--- config.mk ---
export PLATFORM = sky130hd
export DESIGN_NAME = csv_byte_tokenizer_core
export DESIGN_NICKNAME = d
export VERILOG_FILES = /design/src/rtl/core/csvtok_pkg.sv /design/src/rtl/core/csvtok_step.sv /design/src/rtl/core/csvtok_obuf.sv /design/src/rtl/core/csv_byte_tokenizer_core.sv
export SDC_FILE = /design/constraint.sdc
export NUM_CORES = 1
export LEC_CHECK = 0
export BUFFER_PORTS_ARGS = -buffer_cell sky130_fd_sc_hd__buf_2
export CORE_MARGIN = 10
export CORE_UTILIZATION = 50
export DETAILED_ROUTE_END_ITERATION = 8
export PLACE_DENSITY_LB_ADDON = 0.15
export SYNTH_ARGS = -nofsm -noshare
export SYNTH_HDL_FRONTEND = slang
export SYNTH_SLANG_ARGS = --single-unit
--- constraint.sdc ---
create_clock -name clk -period 4.1 [get_ports clk]
set_clock_uncertainty 0.05 [all_clocks]
set_input_delay 0.82 -clock clk [delete_from_list [all_inputs] [get_ports clk]]
set_output_delay 0.82 -clock clk [all_outputs]
set_load 0.005 [all_outputs]
--- src/rtl/core/csvtok_pkg.sv ---
`timescale 1ns / 1ps

package csvtok_pkg;

  // Token kinds on the result channel
  localparam logic [1:0] KIND_DATA       = 2'd0;
  localparam logic [1:0] KIND_FIELD_END  = 2'd1;
  localparam logic [1:0] KIND_RECORD_END = 2'd2;

  // Quote tracking codes
  localparam logic [1:0] QM_OUTSIDE = 2'd0;
  localparam logic [1:0] QM_INSIDE  = 2'd1;
  localparam logic [1:0] QM_PENDING = 2'd2;

  // Character constants
  localparam logic [7:0] CH_QUOTE = 8'h22;
  localparam logic [7:0] CH_CR    = 8'h0D;
  localparam logic [7:0] CH_LF    = 8'h0A;
  localparam logic [7:0] CH_COMMA = 8'h2C;

  // Output buffer depth
  localparam int OBUF_DEPTH = 2;

  typedef struct packed {
    logic       valid;
    logic [1:0] kind;
    logic [7:0] data;
  } token_t;

endpackage

--- src/rtl/core/csvtok_step.sv ---
`timescale 1ns / 1ps

// Per-byte tokenizer decision and the parser state it updates.
module csvtok_step (
  input  logic                 clk,
  input  logic                 rst,
  input  logic                 fire,
  input  logic [7:0]           byte_q,
  input  logic                 eoi_q,
  input  logic [7:0]           delim,
  output csvtok_pkg::token_t   tok
);

  logic [1:0] quote_mode;
  logic [1:0] quote_mode_next;
  logic       after_line_end;
  logic       after_line_end_next;
  logic       record_open;
  logic       record_open_next;

  logic       do_outside;
  logic       swallow;

  // Decide result and next state for the byte in the input register
  always_comb begin
    quote_mode_next     = quote_mode;
    after_line_end_next = after_line_end;
    record_open_next    = record_open;
    tok                 = '0;
    do_outside          = 1'b0;
    swallow             = after_line_end && (byte_q == csvtok_pkg::CH_LF);

    if (eoi_q) begin
      // Flush: close the open record, clear all state
      quote_mode_next     = csvtok_pkg::QM_OUTSIDE;
      after_line_end_next = 1'b0;
      record_open_next    = 1'b0;
      if (record_open) begin
        tok.valid = 1'b1;
        tok.kind  = csvtok_pkg::KIND_RECORD_END;
      end
    end else begin
      after_line_end_next = 1'b0;
      if (!swallow) begin
        if (quote_mode == csvtok_pkg::QM_PENDING) begin
          // Resolve the pending quote: doubled quote or closing quote
          if (byte_q == csvtok_pkg::CH_QUOTE) begin
            quote_mode_next  = csvtok_pkg::QM_INSIDE;
            record_open_next = 1'b1;
            tok.valid        = 1'b1;
            tok.kind         = csvtok_pkg::KIND_DATA;
            tok.data         = csvtok_pkg::CH_QUOTE;
          end else begin
            quote_mode_next = csvtok_pkg::QM_OUTSIDE;
            do_outside      = 1'b1;
          end
        end else if (quote_mode != csvtok_pkg::QM_OUTSIDE) begin
          // Inside quotes: hold a quote for lookahead, pass anything else
          record_open_next = 1'b1;
          if (byte_q == csvtok_pkg::CH_QUOTE) begin
            quote_mode_next = csvtok_pkg::QM_PENDING;
          end else begin
            tok.valid = 1'b1;
            tok.kind  = csvtok_pkg::KIND_DATA;
            tok.data  = byte_q;
          end
        end else begin
          do_outside = 1'b1;
        end

        // Outside-quote handling: quote, delimiter, line end, data
        if (do_outside) begin
          if (byte_q == csvtok_pkg::CH_QUOTE) begin
            quote_mode_next  = csvtok_pkg::QM_INSIDE;
            record_open_next = 1'b1;
          end else if (byte_q == delim) begin
            record_open_next = 1'b1;
            tok.valid        = 1'b1;
            tok.kind         = csvtok_pkg::KIND_FIELD_END;
          end else if (byte_q == csvtok_pkg::CH_CR || byte_q == csvtok_pkg::CH_LF) begin
            after_line_end_next = 1'b1;
            record_open_next    = 1'b0;
            tok.valid           = 1'b1;
            tok.kind            = csvtok_pkg::KIND_RECORD_END;
          end else begin
            record_open_next = 1'b1;
            tok.valid        = 1'b1;
            tok.kind         = csvtok_pkg::KIND_DATA;
            tok.data         = byte_q;
          end
        end
      end
    end
  end

  // Advance parser state when the byte is consumed
  always_ff @(posedge clk) begin
    if (rst) begin
      quote_mode     <= csvtok_pkg::QM_OUTSIDE;
      after_line_end <= 1'b0;
      record_open    <= 1'b0;
    end else if (fire) begin
      quote_mode     <= quote_mode_next;
      after_line_end <= after_line_end_next;
      record_open    <= record_open_next;
    end
  end

endmodule

--- src/rtl/core/csvtok_obuf.sv ---
`timescale 1ns / 1ps

// Small result queue that decouples the tokenizer from the output handshake.
module csvtok_obuf #(
  parameter int DEPTH = csvtok_pkg::OBUF_DEPTH
) (
  input  logic                 clk,
  input  logic                 rst,
  input  logic                 push,
  input  csvtok_pkg::token_t   push_tok,
  output logic                 space,
  output logic                 out_valid,
  input  logic                 out_ready,
  output logic [1:0]           token_kind,
  output logic [7:0]           data_byte
);

  localparam int PW = (DEPTH > 1) ? $clog2(DEPTH) : 1;
  localparam int CW = $clog2(DEPTH + 1);

  logic [9:0]    entry [DEPTH];
  logic [PW-1:0] wr_ptr;
  logic [PW-1:0] rd_ptr;
  logic [CW-1:0] count;
  logic          pop;

  assign pop        = out_valid && out_ready;
  assign out_valid  = (count != '0);
  assign space      = (count != CW'(DEPTH));
  assign token_kind = entry[rd_ptr][9:8];
  assign data_byte  = entry[rd_ptr][7:0];

  // Store a result transaction
  always_ff @(posedge clk) begin
    if (push) begin
      entry[wr_ptr] <= {push_tok.kind, push_tok.data};
    end
  end

  // Track pointers and fill level
  always_ff @(posedge clk) begin
    if (rst) begin
      wr_ptr <= '0;
      rd_ptr <= '0;
      count  <= '0;
    end else begin
      if (push) begin
        wr_ptr <= (wr_ptr == PW'(DEPTH - 1)) ? '0 : wr_ptr + 1'b1;
      end
      if (pop) begin
        rd_ptr <= (rd_ptr == PW'(DEPTH - 1)) ? '0 : rd_ptr + 1'b1;
      end
      unique case ({push, pop})
        2'b10:   count <= count + 1'b1;
        2'b01:   count <= count - 1'b1;
        default: count <= count;
      endcase
    end
  end

endmodule

--- src/rtl/core/csv_byte_tokenizer_core.sv ---
`timescale 1ns / 1ps

// Streaming CSV tokenizer: one text byte per input transaction, at most one
// token per byte (data byte, field end, record end). It sustains one byte per
// clock: a byte sits in the input register while the quote/line-end state
// logic decides its token, which then enters a two-entry output queue and is
// offered from there. The input stalls only while the output queue is full.
// A quote inside quotes is resolved by the next byte: a second quote gives a
// literal quote token, any other byte closes the quotes. An input with
// end_of_input set closes an open record and clears all parser state.
// The delimiter register resets to comma and must be written only while idle.
module csv_byte_tokenizer_core #(
  parameter int OBUF_DEPTH = csvtok_pkg::OBUF_DEPTH
) (
  input  logic       clk,
  input  logic       rst,
  input  logic       cfg_valid,
  output logic       cfg_ready,
  input  logic [7:0] delimiter_char,
  input  logic       in_valid,
  output logic       in_ready,
  input  logic [7:0] byte_in,
  input  logic       end_of_input,
  output logic       out_valid,
  input  logic       out_ready,
  output logic [1:0] token_kind,
  output logic [7:0] data_byte
);

  logic               stage_valid;
  logic [7:0]         stage_byte;
  logic               stage_eoi;
  logic [7:0]         delim;
  logic               space;
  logic               fire;
  csvtok_pkg::token_t tok;

  assign cfg_ready = 1'b1;
  assign fire      = stage_valid && space;
  assign in_ready  = !stage_valid || fire;

  // Hold the delimiter setting
  always_ff @(posedge clk) begin
    if (rst) begin
      delim <= csvtok_pkg::CH_COMMA;
    end else if (cfg_valid && cfg_ready) begin
      delim <= delimiter_char;
    end
  end

  // Input register
  always_ff @(posedge clk) begin
    if (rst) begin
      stage_valid <= 1'b0;
    end else if (in_ready) begin
      stage_valid <= in_valid;
    end
  end

  always_ff @(posedge clk) begin
    if (in_valid && in_ready) begin
      stage_byte <= byte_in;
      stage_eoi  <= end_of_input;
    end
  end

  csvtok_step u_step (
    .clk    (clk),
    .rst    (rst),
    .fire   (fire),
    .byte_q (stage_byte),
    .eoi_q  (stage_eoi),
    .delim  (delim),
    .tok    (tok)
  );

  csvtok_obuf #(
    .DEPTH (OBUF_DEPTH)
  ) u_obuf (
    .clk        (clk),
    .rst        (rst),
    .push       (fire && tok.valid),
    .push_tok   (tok),
    .space      (space),
    .out_valid  (out_valid),
    .out_ready  (out_ready),
    .token_kind (token_kind),
    .data_byte  (data_byte)
  );

endmodule

# Word-level counts from Yosys, hierarchy flattened
# Memory sizes are Yosys's and may differ from the RTL's. A register that Yosys moved wholly into a read port is not among the register bits.
# Index checks and enable logic that the tools add are counted.
[word_totals] regBits=26 latchBits=0 ramBits=20 mem_bits_ro=0 in_bits=22 out_inout_bits=13 wordCells=88 n_memories=1
[op_classes] n_addsub=4 multipliers=0 n_div=0 magnitude_cmp=0 n_eq_ne=10 n_shift=0 muxes=49 bitwise_logic=0 n_reduce_logical=14
[memory_table] memory="u_obuf.entry" words=2 width=10 rd=1 rd_ports_with_merged_regs=1 wr=1 line="csvtok_obuf.sv:21" source="logic [9:0] entry [DEPTH];"
[op_table] cell="2-to-1 mux 11 bit" n=7
[op_table] cell="2-to-1 mux 1 bit" n=27
[op_table] cell="2-to-1 mux 8 bit" n=3
[op_table] cell="== test 8 x 4 -> 1 bit, second input constant" n=2
[op_table] cell="2-to-1 mux 2 bit" n=8
[op_table] cell="2-to-1 mux 3 bit" n=3
[op_table] cell="== test 8 x 6 -> 1 bit, second input constant" n=1
[op_table] cell="== test 8 bit" n=1
[op_table] cell="nonzero test 2 bit" n=3
[op_table] cell="logical AND 1 bit" n=5
[op_table] cell="== test 2 bit, second input constant" n=2
[op_table] cell="!= test 2 bit, second input constant" n=2
[op_table] cell="!= test 4 bit, second input constant" n=1
[op_table] cell="case mux 2 bit (2 select lines)" n=1
[op_table] cell="AND reduction 4 bit" n=1
[op_table] cell="nonzero test 4 bit" n=1
[op_table] cell="adder 1 bit, second input constant" n=2
[op_table] cell="adder 2 x 1 -> 2 bit, second input constant" n=1
[op_table] cell="== test 2 x 1 -> 1 bit, second input constant" n=1
[op_table] cell="logical OR 1 bit" n=2
[op_table] cell="AND reduction 2 bit" n=1
[op_table] cell="subtractor 2 x 1 -> 2 bit, second input constant" n=1
[op_table] cell="zero test 1 bit" n=1

# Logic depth before layout (Yosys ltp)
# Gate-level depths: netlist of run 1.
[depth] depth_word=13 depth_mapped=9 mapped_depth_nobuf=8

# Modules after synthesis
# A second synthesis of run 1 with hierarchy kept.
[hier_totals] hier_cells=168 hier_area_um2=2097.0
[modules_own_cells] module="csvtok_obuf" instances=1 cells_per_inst=54 area_each_um2=932.1 seq_area_each_um2=700.7
[modules_own_cells] module="csv_byte_tokenizer_core" instances=1 cells_per_inst=44 area_each_um2=631.9 seq_area_each_um2=450.4
[modules_own_cells] module="csvtok_step" instances=1 cells_per_inst=70 area_each_um2=533.0 seq_area_each_um2=80.1

# Worst setup path before layout of run 1
# Ideal clock, no wire load.
[synth_path] kind="register to register" from="register stage_byte[0]" to="register u_obuf.count[1]" setup_time_ps=71 arrival_time_ps=2043 required_time_ps=3979 setup_slack_ps=1936 path_stages_with_launch=8 n_path_buf=0 period_less_slack_ps=2164 path_cell_list="edfxtp_1 > nor3b_2 > nand2_2 > o311a_1 > inv_1 > ha_1 > or3_1 > a21oi_1"
[synth_between] elab_chain_len=11 elab_cells_between_ends=20 classes_between="eq/ne (4); mux (13); reduce/logical (3)"
[synth_rtl] element="start, declared" line="csv_byte_tokenizer_core.sv:31" source="logic [7:0] stage_byte;"
[synth_rtl] element="start signal, assigned" line="csv_byte_tokenizer_core.sv:62" source="stage_byte <= byte_in;"
[synth_rtl] element="== test 8 x 6 -> 1 bit" line="csvtok_step.sv:47, csvtok_step.sv:60, csvtok_step.sv:73"
[synth_rtl] element="2-to-1 mux 11 bit / 2-to-1 mux 1 bit (equally long branches)" line="csvtok_step.sv:60, csvtok_step.sv:47"
[synth_rtl] element="2-to-1 mux 11 bit / 2-to-1 mux 1 bit (equally long branches)" line="csvtok_step.sv:57, csvtok_step.sv:45"
[synth_rtl] element="2-to-1 mux 11 bit / 2-to-1 mux 1 bit (equally long branches)" line="csvtok_step.sv:45, csvtok_step.sv:44"
[synth_rtl] element="2-to-1 mux 11 bit / 2-to-1 mux 1 bit (equally long branches)" line="csvtok_step.sv:73, csvtok_step.sv:33"
[synth_rtl] element="2-to-1 mux 11 bit" line="csvtok_step.sv:72" source="if (do_outside) begin"
[synth_rtl] element="2-to-1 mux 11 bit *" line="csvtok_step.sv:44" source="if (!swallow) begin"
[synth_rtl] element="2-to-1 mux 3 bit *" line="csvtok_step.sv:33" source="if (eoi_q) begin"
[synth_rtl] element="logical AND 1 bit *" line="csv_byte_tokenizer_core.sv:82" source=".push (fire && tok.valid),"
[synth_rtl] element="== test 2 x 1 -> 1 bit / == test 2 bit (equally long branches)" line="csvtok_obuf.sv:53" source="unique case ({push, pop})"
[synth_rtl] element="case mux 2 bit (2 select lines) / nonzero test 2 bit (equally long branches)"
[synth_rtl] element="end signal, assigned" line="csvtok_obuf.sv:54" source="2'b10: count <= count + 1'b1;"
[synth_rtl] element="end signal, assigned" line="csvtok_obuf.sv:55" source="2'b01: count <= count - 1'b1;"
[synth_rtl] element="end signal, assigned" line="csvtok_obuf.sv:56" source="default: count <= count;"
[synth_rtl] element="end, declared" line="csvtok_obuf.sv:24" source="logic [CW-1:0] count;"
# Mark *: on every way between the ends. The rest lies on a longest branch, timed or not. The select of a mux whose other input is x is not followed.
# A chain may end at the register's enable or synchronous reset.

# Worst setup path after layout of run 1
# Ends and elaborated chain as after synthesis.

==> results.py, run 1 <==
metrics = {
    "detailed_routing": {
        "via_per_inst": 5.355,
        "wire_per_inst_um": 16.12,
        "antenna_left": 0,
        "wirelength_um": 4127,
        "drt_iter0_drc": 116,
        "vias": 1371,
        "drtPass1Iterations": 4,
        "drc": 0,
    },
    "yosys": {
        "ys_async_sr_fraction_pct": 0,
        "ys.flop_type": "edfxtp_1",
        "yosysWarnings": 0,
        "synth_top_cell_by_area": "edfxtp_1",
        "yosys_register_bits": 47,
        "synth_cell_types": 46,
        "avgSynthCellArea_um2": 12.40,
        "yosysTopAreaCellShare_pct": 40.85,
        "netlist_instances": 172,
        "synth_edf_count": 29,
        "ys_seq_area_share_pct": 57.75,
        "mappedNetlistArea_mm2": 0.002132,
        "synth_area_leaders": "edfxtp_1 41%, dfxtp_1 17%, mux2_2 5.3%, xnor2_1 4.1%, mux2i_1 3.8%",
        "synth_nets": 195,
    },
    "global_routing": {
        "grt_pass1_wl_um": 7031,
        "antenna_found_initial": 0,
        "grt_pass1_vias": 1452,
        "groute.usage.overall_pct": 11.75,
        "grt-ovfl-total": 0,
        "grt_max_degree": 17,
    },
    "clock_network": {
        "clk_pin_slew_ns": 0.08,
        "post_cts_resized": 0,
        "cts_buffer_depth": 2,
        "clockRootBuffer": "clkbuf_8",
        "cts_setup_buffers": 0,
        "cts_tree": "done",
        "h-tree-depth": 2,
        "numCtsBuffers": 5,
        "clock_sinks": 47,
        "cts_hold_buf": 0,
        "worstSkewPairLatency_ns": 0.29,
    },
    "critical_path": {
        "worstSetupEndpoint": "u_obuf.count[1]",
        "cp_max_fo": 5,
        "reg2reg_setup_slack_ns": 1.72,
        "path_class": "flop to flop",
        "slowest_stage": "edfxtp_1",
        "critPathBufInv": 1,
        "regToRegEndpoint": "u_obuf.count[1]",
        "r2r-start": "stage_byte[0]",
        "rr_worst_depth": 7,
        "start_kind": "flop",
        "worstPathCellList": "nor3b_2, nand2_2, o311a_1, inv_1, ha_1, or3_1, a21oi_1",
        "startpoint": "stage_byte[0]",
        "critPathTopFamily": "simple AND/OR/NAND/NOR gates",
        "endpoint_kind": "flop",
        "crit_required_ns": 4.27,
        "crit_cells": 7,
        "cp.arrival_ns": 2.56,
        "cp_slowest_stage_delay_ns": 0.48,
    },
    "cells_and_area": {
        "final_nets": 228,
        "final_cell_mix": "33 x buf_2, 29 x edfxtp_1, 18 x dfxtp_1",
        "multiInputGateArea_um2": 848.3,
        "regArea_mm2": 0.001231,
        "layout_commonest_cell": "buf_2",
        "area_delta_synth_final_pct": 15.49,
        "nFillCells": 335,
        "final_area_mm2": 0.002462,
        "antenna_cells": 0,
        "drive_gt1_share_pct": 29.61,
    },
    "power_and_ir_drop": {
        "clkPwrFrac_pct": 35.3,
        "switching_share_pct": 22.00,
        "p_per_area_mw_per_mm2": 445.7,
        "seq_power_share_pct": 51.3,
        "ir_drop_mv": 0.3010,
        "comb_power_share_pct": 13.4,
        "p_leak_nw": 0.9196,
        "p_sw_w": 0.0002414,
        "p_int_w": 0.0008560,
    },
    "die": {
        "core-area_mm2": 0.004058,
        "io_pins": 35,
        "chipHeight_um": 85.30,
        "die_area_mm2": 0.007276,
        "die_w_um": 85.30,
        "start_util_pct": 52.54,
        "core.rowCount": 23,
    },
    "placed_design": {
        "dpl_cell_area_mm2": 0.002330,
        "io_buffers": 33,
        "place_congestion": 0.8672,
        "dp_hpwl_um": 3215,
    },
    "sta": {
        "fin_tns_setup_ns": 0,
        "setup_viol": 0,
        "max_freq_ghz": 0.4194,
        "rsz0062_at_grt": "no",
        "worst_slew_pin_slew_ns": 0.8349,
        "finalCritPeriodShare_pct": 58.15,
        "hold_viol_final": 0,
        "drv_slew": 0,
        "slew_headroom_pct": 44.14,
        "period_needed_ns": 2.384,
    },
    "outcome": {
        "status": "finished clean",
    },
    "hold_path": {
        "hold_path.class": "flop to flop",
    },
    "flow_run": {
        "drv_cap": 0,
    },
}
-- kinds of logic after synthesis --
kind of cell / synth area share (%)
xor+xnor: 4.930
other cells: 0.1759
mux: 9.742
flops: 57.75
simple gates: 14.67
fa+ha+maj: 0.5868
buf+inv: 2.465
compound gates: 9.684
-- final cells by class --
type                            count  area share (%)
Tap cell                           50           2.541
Multi-Input combinational cell    112           34.45
Timing Repair Buffer               33           6.707
Clock inverter                      2           2.439
Sequential cell                    47           50.00
Clock buffer                        6           2.947
Inverter                            6          0.9146
-- layer usage --
metal | routed length [um] | global-route usage [%]
met5 | 0 | 0
met4 | 27 | 5.240
met3 | 274 | 3.824
met2 | 1966 | 18.94
met1 | 1859 | 13.90
-- stage by stage --
step	util, %	setup slack (ns)	instances	hold slack (ns)	total power, W
6_report	60.68	1.716	256	0.4346	0.001097
5_1_grt	60.68	1.558	256	0.4740	0.001151
2_1_floorplan	-	1.936	172	0.3949	0.0006697
4_1_cts	60.68	1.733	256	0.4364	0.001109
3_3_place_gp	57.42	1.822	248	0.4239	0.0007181
3_5_place_dp	57.42	1.749	248	0.4149	0.0007227
-- power groups by stage --
stage | Sequential (W) | Combinational (W) | Clock [W]
after floorplan | 0.000558 | 0.000112 | 0
final | 0.000563 | 0.000147 | 0.000387
after detailed placement | 0.000574 | 0.000148 | 0
after global routing | 0.000568 | 0.000164 | 0.000418
after global placement | 0.000572 | 0.000146 | 0
after CTS | 0.000564 | 0.000149 | 0.000396
-- flip-flops by register name (all words and copies together) (netlist names), named ones only --
signal,count
u_step.after_line_end,1
delim,8
stage_byte,8
u_obuf.entry,20
u_obuf.rd_ptr,1
stage_eoi,1
stage_valid,1
u_obuf.wr_ptr,1
u_step.record_open,1
u_obuf.count,2
u_step.quote_mode,2
-- tightest hold or removal path, cell delays in order (launching register included) --
cell	delay [ns]
dfxtp_1	0.32
nand3_1	0.07
o41ai_2	0.06
-- cells in the mapped netlist (all sizes together) (4+ instances only) --
cell type and n:
a21oi 7, and2 4, clkbuf 6, dfxtp 18
edfxtp 29, inv 6, mux2 11, mux2i 8
nand2 6, nand2b 5, nor2 12, nor3 6
nor3b 5, o21ai 6, xnor2 10
-- worst min path at each step --
stage                          startpoint                    end  cells after the start
global route        u_step.after_line_end  u_step.after_line_end                      2
finish              u_step.after_line_end  u_step.after_line_end                      2
CTS                 u_step.after_line_end  u_step.after_line_end                      2
detailed placement  u_step.after_line_end  u_step.after_line_end                      2
floorplan           u_step.after_line_end  u_step.after_line_end                      2
global placement    u_step.after_line_end  u_step.after_line_end                      2
No activity file was read; power rests on OpenSTA's default activity.
==> run 2, diff against run 1 <==
==> constraint.sdc (replaced) <==
create_clock -name clk -period 2.4 [get_ports clk]
set_clock_uncertainty 0.05 [all_clocks]
set_input_delay 0.48 -clock clk [delete_from_list [all_inputs] [get_ports clk]]
set_output_delay 0.48 -clock clk [all_outputs]
set_load 0.005 [all_outputs]
==> results.py, run 2 (same netlist as run 1, synthesis figures left out) <==
metrics = {
    "cells_and_area": {
        "largest_reg_flops": 20,
        "final_cells": 260,
        "largest_register": "u_obuf.entry",
        "final_cell_mix": "33 x buf_2, 29 x edfxtp_1, 18 x dfxtp_1",
        "utilization_pct": 60.31,
        "final_nets": 232,
        "reg_top3": "u_obuf.entry x20, delim x8, stage_byte x8",
        "drive_gt1_share_pct": 30.48,
        "antenna_cells": 0,
        "area_delta_synth_final_pct": 14.79,
        "layout_commonest_cell": "buf_2",
    },
    "power_and_ir_drop": {
        "p_sw_w": 0.0004130,
        "seq_power_share_pct": 57.7,
        "comb_power_share_pct": 15.5,
        "p_leak_nw": 0.9195,
        "total_power_w": 0.001663,
        "p_per_area_mw_per_mm2": 679.7,
        "switching_share_pct": 24.83,
        "clkPwrFrac_pct": 26.8,
        "ir_drop_mv": 0.3716,
        "p_int_w": 0.001250,
    },
    "critical_path": {
        "r2r-start": "stage_byte[4]",
        "cp_max_fo": 4,
        "crit_cells": 7,
        "cp.arrival_ns": 2.45,
        "regToRegEndpoint": "u_obuf.count[1]",
        "path_class": "flop to flop",
        "critPathBufInv": 1,
        "slowest_stage": "edfxtp_1",
        "crit_required_ns": 2.58,
        "cp_slowest_stage_delay_ns": 0.48,
        "start_kind": "flop",
        "worstSetupEndpoint": "u_obuf.count[1]",
        "rr_worst_depth": 7,
        "endpoint_kind": "flop",
        "reg2reg_setup_slack_ns": 0.13,
        "startpoint": "stage_byte[4]",
        "critPathTopFamily": "simple AND/OR/NAND/NOR gates",
        "worstPathCellList": "nor3_4, nand2_2, o311a_1, inv_1, ha_1, or3_1, a21oi_1",
    },
    "detailed_routing": {
        "antenna_left": 0,
        "drc": 0,
        "via_per_inst": 5.481,
        "wire_per_inst_um": 15.82,
        "drtPass1Iterations": 4,
        "vias": 1425,
        "drt_iter0_drc": 139,
        "wirelength_um": 4112,
    },
    "clock_network": {
        "cts_buffer_depth": 2,
        "cts_tree": "done",
        "clockRootBuffer": "clkbuf_8",
        "worstSkewPairLatency_ns": 0.30,
        "cts_setup_buffers": 0,
        "h-tree-depth": 2,
        "clk_pin_slew_ns": 0.08,
        "clock_sinks": 47,
        "numCtsBuffers": 5,
        "cts_hold_buf": 0,
    },
    "die": {
        "core.rowCount": 23,
        "io_pins": 35,
        "core-area_mm2": 0.004058,
        "die_w_um": 85.30,
        "die_area_mm2": 0.007276,
        "start_util_pct": 52.54,
        "chipHeight_um": 85.30,
    },
    "placed_design": {
        "dp_cells": 252,
        "io_buffers": 33,
        "dp_hpwl_um": 3175,
        "place_congestion": 0.9217,
    },
    "global_routing": {
        "grt-ovfl-total": 0,
        "grt_pass1_wl_um": 7093,
        "groute.usage.overall_pct": 11.89,
        "grt_max_degree": 17,
        "antenna_found_initial": 0,
        "grt_pass1_vias": 1492,
    },
    "sta": {
        "hold_viol_final": 0,
        "fin_tns_setup_ns": 0,
        "max_freq_ghz": 0.4409,
        "setup_viol": 0,
        "finalCritPeriodShare_pct": 94.51,
        "rsz0062_at_grt": "no",
        "slew_headroom_pct": 44.51,
        "period_needed_ns": 2.268,
        "drv_slew": 0,
        "whs_ns": 0.3000,
        "worst_slew_pin_slew_ns": 0.8292,
    },
    "outcome": {
        "status": "finished clean",
    },
    "hold_path": {
        "hold_path.class": "primary input to flop",
        "hold_depth": 1,
    },
    "flow_run": {
        "drv_cap": 0,
    },
}
==> run 2: cell count changes in the layout (fill, tap and decap cells not counted), sizes merged <==
cell    previous run  this run
clkinv             0         2
buf               33        37
bufinv             2         0
==> run 2: timing repair <==
action                                  4_1_cts  5_1_grt
resized for setup                             0        1
endpoints found under the hold margin         0        0
endpoints found under the setup margin        0        1
==> run 2: layout make-up <==
type	count	area, um2
sequential	47	1231
clock buffer	6	72.57
multi-input combinational	112	854.6
timing repair buffer	37	195.2
inverter	6	22.52
clock inverter	2	8.758
tap	50	62.56
fill	326	1610
==> run 2: metal layers <==
layer  wire length [um]  GRT usage (%)
met1               1768          13.50
met4                 76          5.090
met5                  0              0
met3                309          4.398
met2               1959          19.55
==> run 2: through the flow <==
stage               area, um2  setup WS (ns)
finish                   2447         0.1318
global placement         2360         0.2036
detailed placement       2360        0.08092
global route             2447       0.002507
floorplan                2132         0.2361
CTS                      2441        0.07718
==> run 2: worst min path at each step <==
stage                                     start                    end  slack (ns)
after floorplan           u_step.after_line_end  u_step.after_line_end        0.39
after global placement    u_step.after_line_end  u_step.after_line_end        0.41
after detailed placement  u_step.after_line_end  u_step.after_line_end        0.42
after CTS                          end_of_input              stage_eoi        0.29
after global routing                 byte_in[1]          stage_byte[1]        0.29
final                              end_of_input              stage_eoi        0.30
==> run 2: power by group through the flow <==
stage                     Combinational (W)  Sequential, W  Clock, W
after floorplan                    0.000191       0.000953         0
after global placement             0.000254       0.000974         0
after detailed placement           0.000260       0.000977         0
after CTS                          0.000262       0.000960  0.000460
after global routing               0.000288       0.000969  0.000496
final                              0.000258       0.000960  0.000445
==> run 3, diff against run 2 <==
--- a/config.mk
+++ b/config.mk
@@ -6,10 +6,11 @@
 export NUM_CORES = 1
 export LEC_CHECK = 0
 export BUFFER_PORTS_ARGS = -buffer_cell sky130_fd_sc_hd__buf_2
-export CORE_MARGIN = 10
+export CORE_MARGIN = 1
 export CORE_UTILIZATION = 50
+export CTS_BUF_LIST = sky130_fd_sc_hd__clkbuf_16
 export DETAILED_ROUTE_END_ITERATION = 8
-export PLACE_DENSITY_LB_ADDON = 0.15
+export PLACE_DENSITY = 0.71
 export SYNTH_ARGS = -nofsm -noshare
 export SYNTH_HDL_FRONTEND = slang
 export SYNTH_SLANG_ARGS = --single-unit
==> results.py, run 3 (same netlist as run 1, synthesis figures left out) <==
metrics = {
    "outcome": {
        "status": "finished clean",
    },
    "detailed_routing": {
        "via_per_inst": 5.562,
        "antenna_left": 0,
        "drtPass1Iterations": 4,
        "drc": 0,
        "wire_per_inst_um": 15.55,
        "drt_iter0_drc": 82,
        "wirelength_um": 4043,
        "vias": 1446,
    },
    "power_and_ir_drop": {
        "ir_drop_mv": 0.4350,
        "p_leak_nw": 0.9418,
        "total_power_w": 0.001864,
        "p_per_area_mw_per_mm2": 743.6,
    },
    "critical_path": {
        "slowest_stage": "edfxtp_1",
        "startpoint": "stage_byte[4]",
        "start_kind": "flop",
        "cp.arrival_ns": 2.43,
        "r2r-start": "stage_byte[4]",
        "rr_worst_depth": 7,
        "cp_slowest_stage_delay_ns": 0.48,
        "crit_cells": 7,
        "endpoint_kind": "flop",
        "critPathBufInv": 1,
        "regToRegEndpoint": "u_obuf.count[1]",
        "path_class": "flop to flop",
        "worstPathCellList": "nor3_4, nand2_2, o311a_1, inv_1, ha_1, or3_1, a21oi_1",
        "cp_max_fo": 4,
        "reg2reg_setup_slack_ns": 0.13,
        "critPathTopFamily": "simple AND/OR/NAND/NOR gates",
        "crit_required_ns": 2.56,
        "worstSetupEndpoint": "u_obuf.count[1]",
    },
    "clock_network": {
        "clockRootBuffer": "clkbuf_16",
        "clock_sinks": 47,
        "clk_pin_slew_ns": 0.06,
        "numCtsBuffers": 5,
        "cts_buffer_depth": 2,
        "worstSkewPairLatency_ns": 0.28,
        "cts_hold_buf": 0,
        "cts_tree": "done",
        "h-tree-depth": 2,
    },
    "die": {
        "chipHeight_um": 67.30,
        "start_util_pct": 52.54,
        "die_area_mm2": 0.004529,
        "core-area_mm2": 0.004058,
        "die_w_um": 67.30,
        "io_pins": 35,
        "core.rowCount": 23,
    },
    "sta": {
        "setup_viol": 0,
        "drv_slew": 0,
        "hold_viol_final": 0,
        "fin_ws_ns": 0.1312,
        "slew_headroom_pct": 43.14,
        "period_needed_ns": 2.269,
        "max_freq_ghz": 0.4408,
        "fin_tns_setup_ns": 0,
        "worst_slew_pin_slew_ns": 0.8497,
        "finalCritPeriodShare_pct": 94.53,
    },
    "cells_and_area": {
        "antenna_cells": 0,
        "reg_top3": "u_obuf.entry x20, delim x8, stage_byte x8",
        "drive_gt1_share_pct": 30.48,
        "area_delta_synth_final_pct": 17.55,
        "utilization_pct": 61.76,
        "layout_commonest_cell": "buf_2",
        "largest_reg_flops": 20,
        "largest_register": "u_obuf.entry",
        "final_cell_mix": "33 x buf_2, 29 x edfxtp_1, 18 x dfxtp_1",
        "final_nets": 232,
    },
    "hold_path": {
        "hold_path.class": "primary input to flop",
        "hold_depth": 1,
    },
    "global_routing": {
        "groute.usage.overall_pct": 20.36,
        "grt_util_met3_pct": 3.209,
        "grt-ovfl-total": 0,
        "grt_pass1_vias": 1442,
        "met1_usage_pct": 25.30,
        "grt.busiest_layer": "met2",
        "grt_pass1_wl_um": 6713,
        "grt_max_degree": 17,
        "use_met2_pct": 34.50,
        "antenna_found_initial": 0,
    },
    "flow_run": {
        "drv_cap": 0,
    },
    "placed_design": {
        "io_buffers": 33,
        "place_ws_ns": 0.1519,
        "dp_hpwl_um": 2830,
        "place_congestion": 0.9486,
    },
}
run 3: cell types whose count changed in the layout (fill, tap and decap cells not counted), sizes merged:
cell / previous run / this run
clkinvlp: 0 / 1
clkbuf: 6 / 5
run 3: final cells by class:
class	instances	area [um2]
Fill cell	329	1551
Sequential cell	47	1231
Multi-Input combinational cell	112	854.6
Timing Repair Buffer	37	195.2
Clock buffer	5	125.1
Tap cell	50	62.56
Inverter	6	22.52
Clock inverter	3	15.01
run 3: timing repair:
action	CTS	global route
resized for setup	0	1
endpoints found under the setup margin	0	1
buffers inserted	0	0
run 3: worst min path at each step:
stage,from,to
2_1_floorplan,u_step.after_line_end,u_step.after_line_end
3_3_place_gp,u_step.after_line_end,u_step.after_line_end
3_5_place_dp,u_step.after_line_end,u_step.after_line_end
4_1_cts,byte_in[5],stage_byte[5]
5_1_grt,byte_in[6],stage_byte[6]
6_report,byte_in[7],stage_byte[7]
run 3: stage by stage:
step / hold slack (ns) / instances / area [um2]
3_5_place_dp: 0.4374 / 252 / 2360
6_report: 0.3204 / 260 / 2506
5_1_grt: 0.3127 / 260 / 2506
4_1_cts: 0.3177 / 260 / 2500
2_1_floorplan: 0.3949 / 172 / 2132
3_3_place_gp: 0.4081 / 252 / 2360
run 3: per-layer routing:
metal	part of all wire, %	up-vias
met5	0	-
met1	42	675
li1	-	696
met2	50	64
met4	2.7	0
met3	5.2	11
run 3: where the power goes:
part,internal [W],switching (W)
clock network,0.000378,0.000266
registers,0.000910,0.0000523
logic,0.000142,0.000116
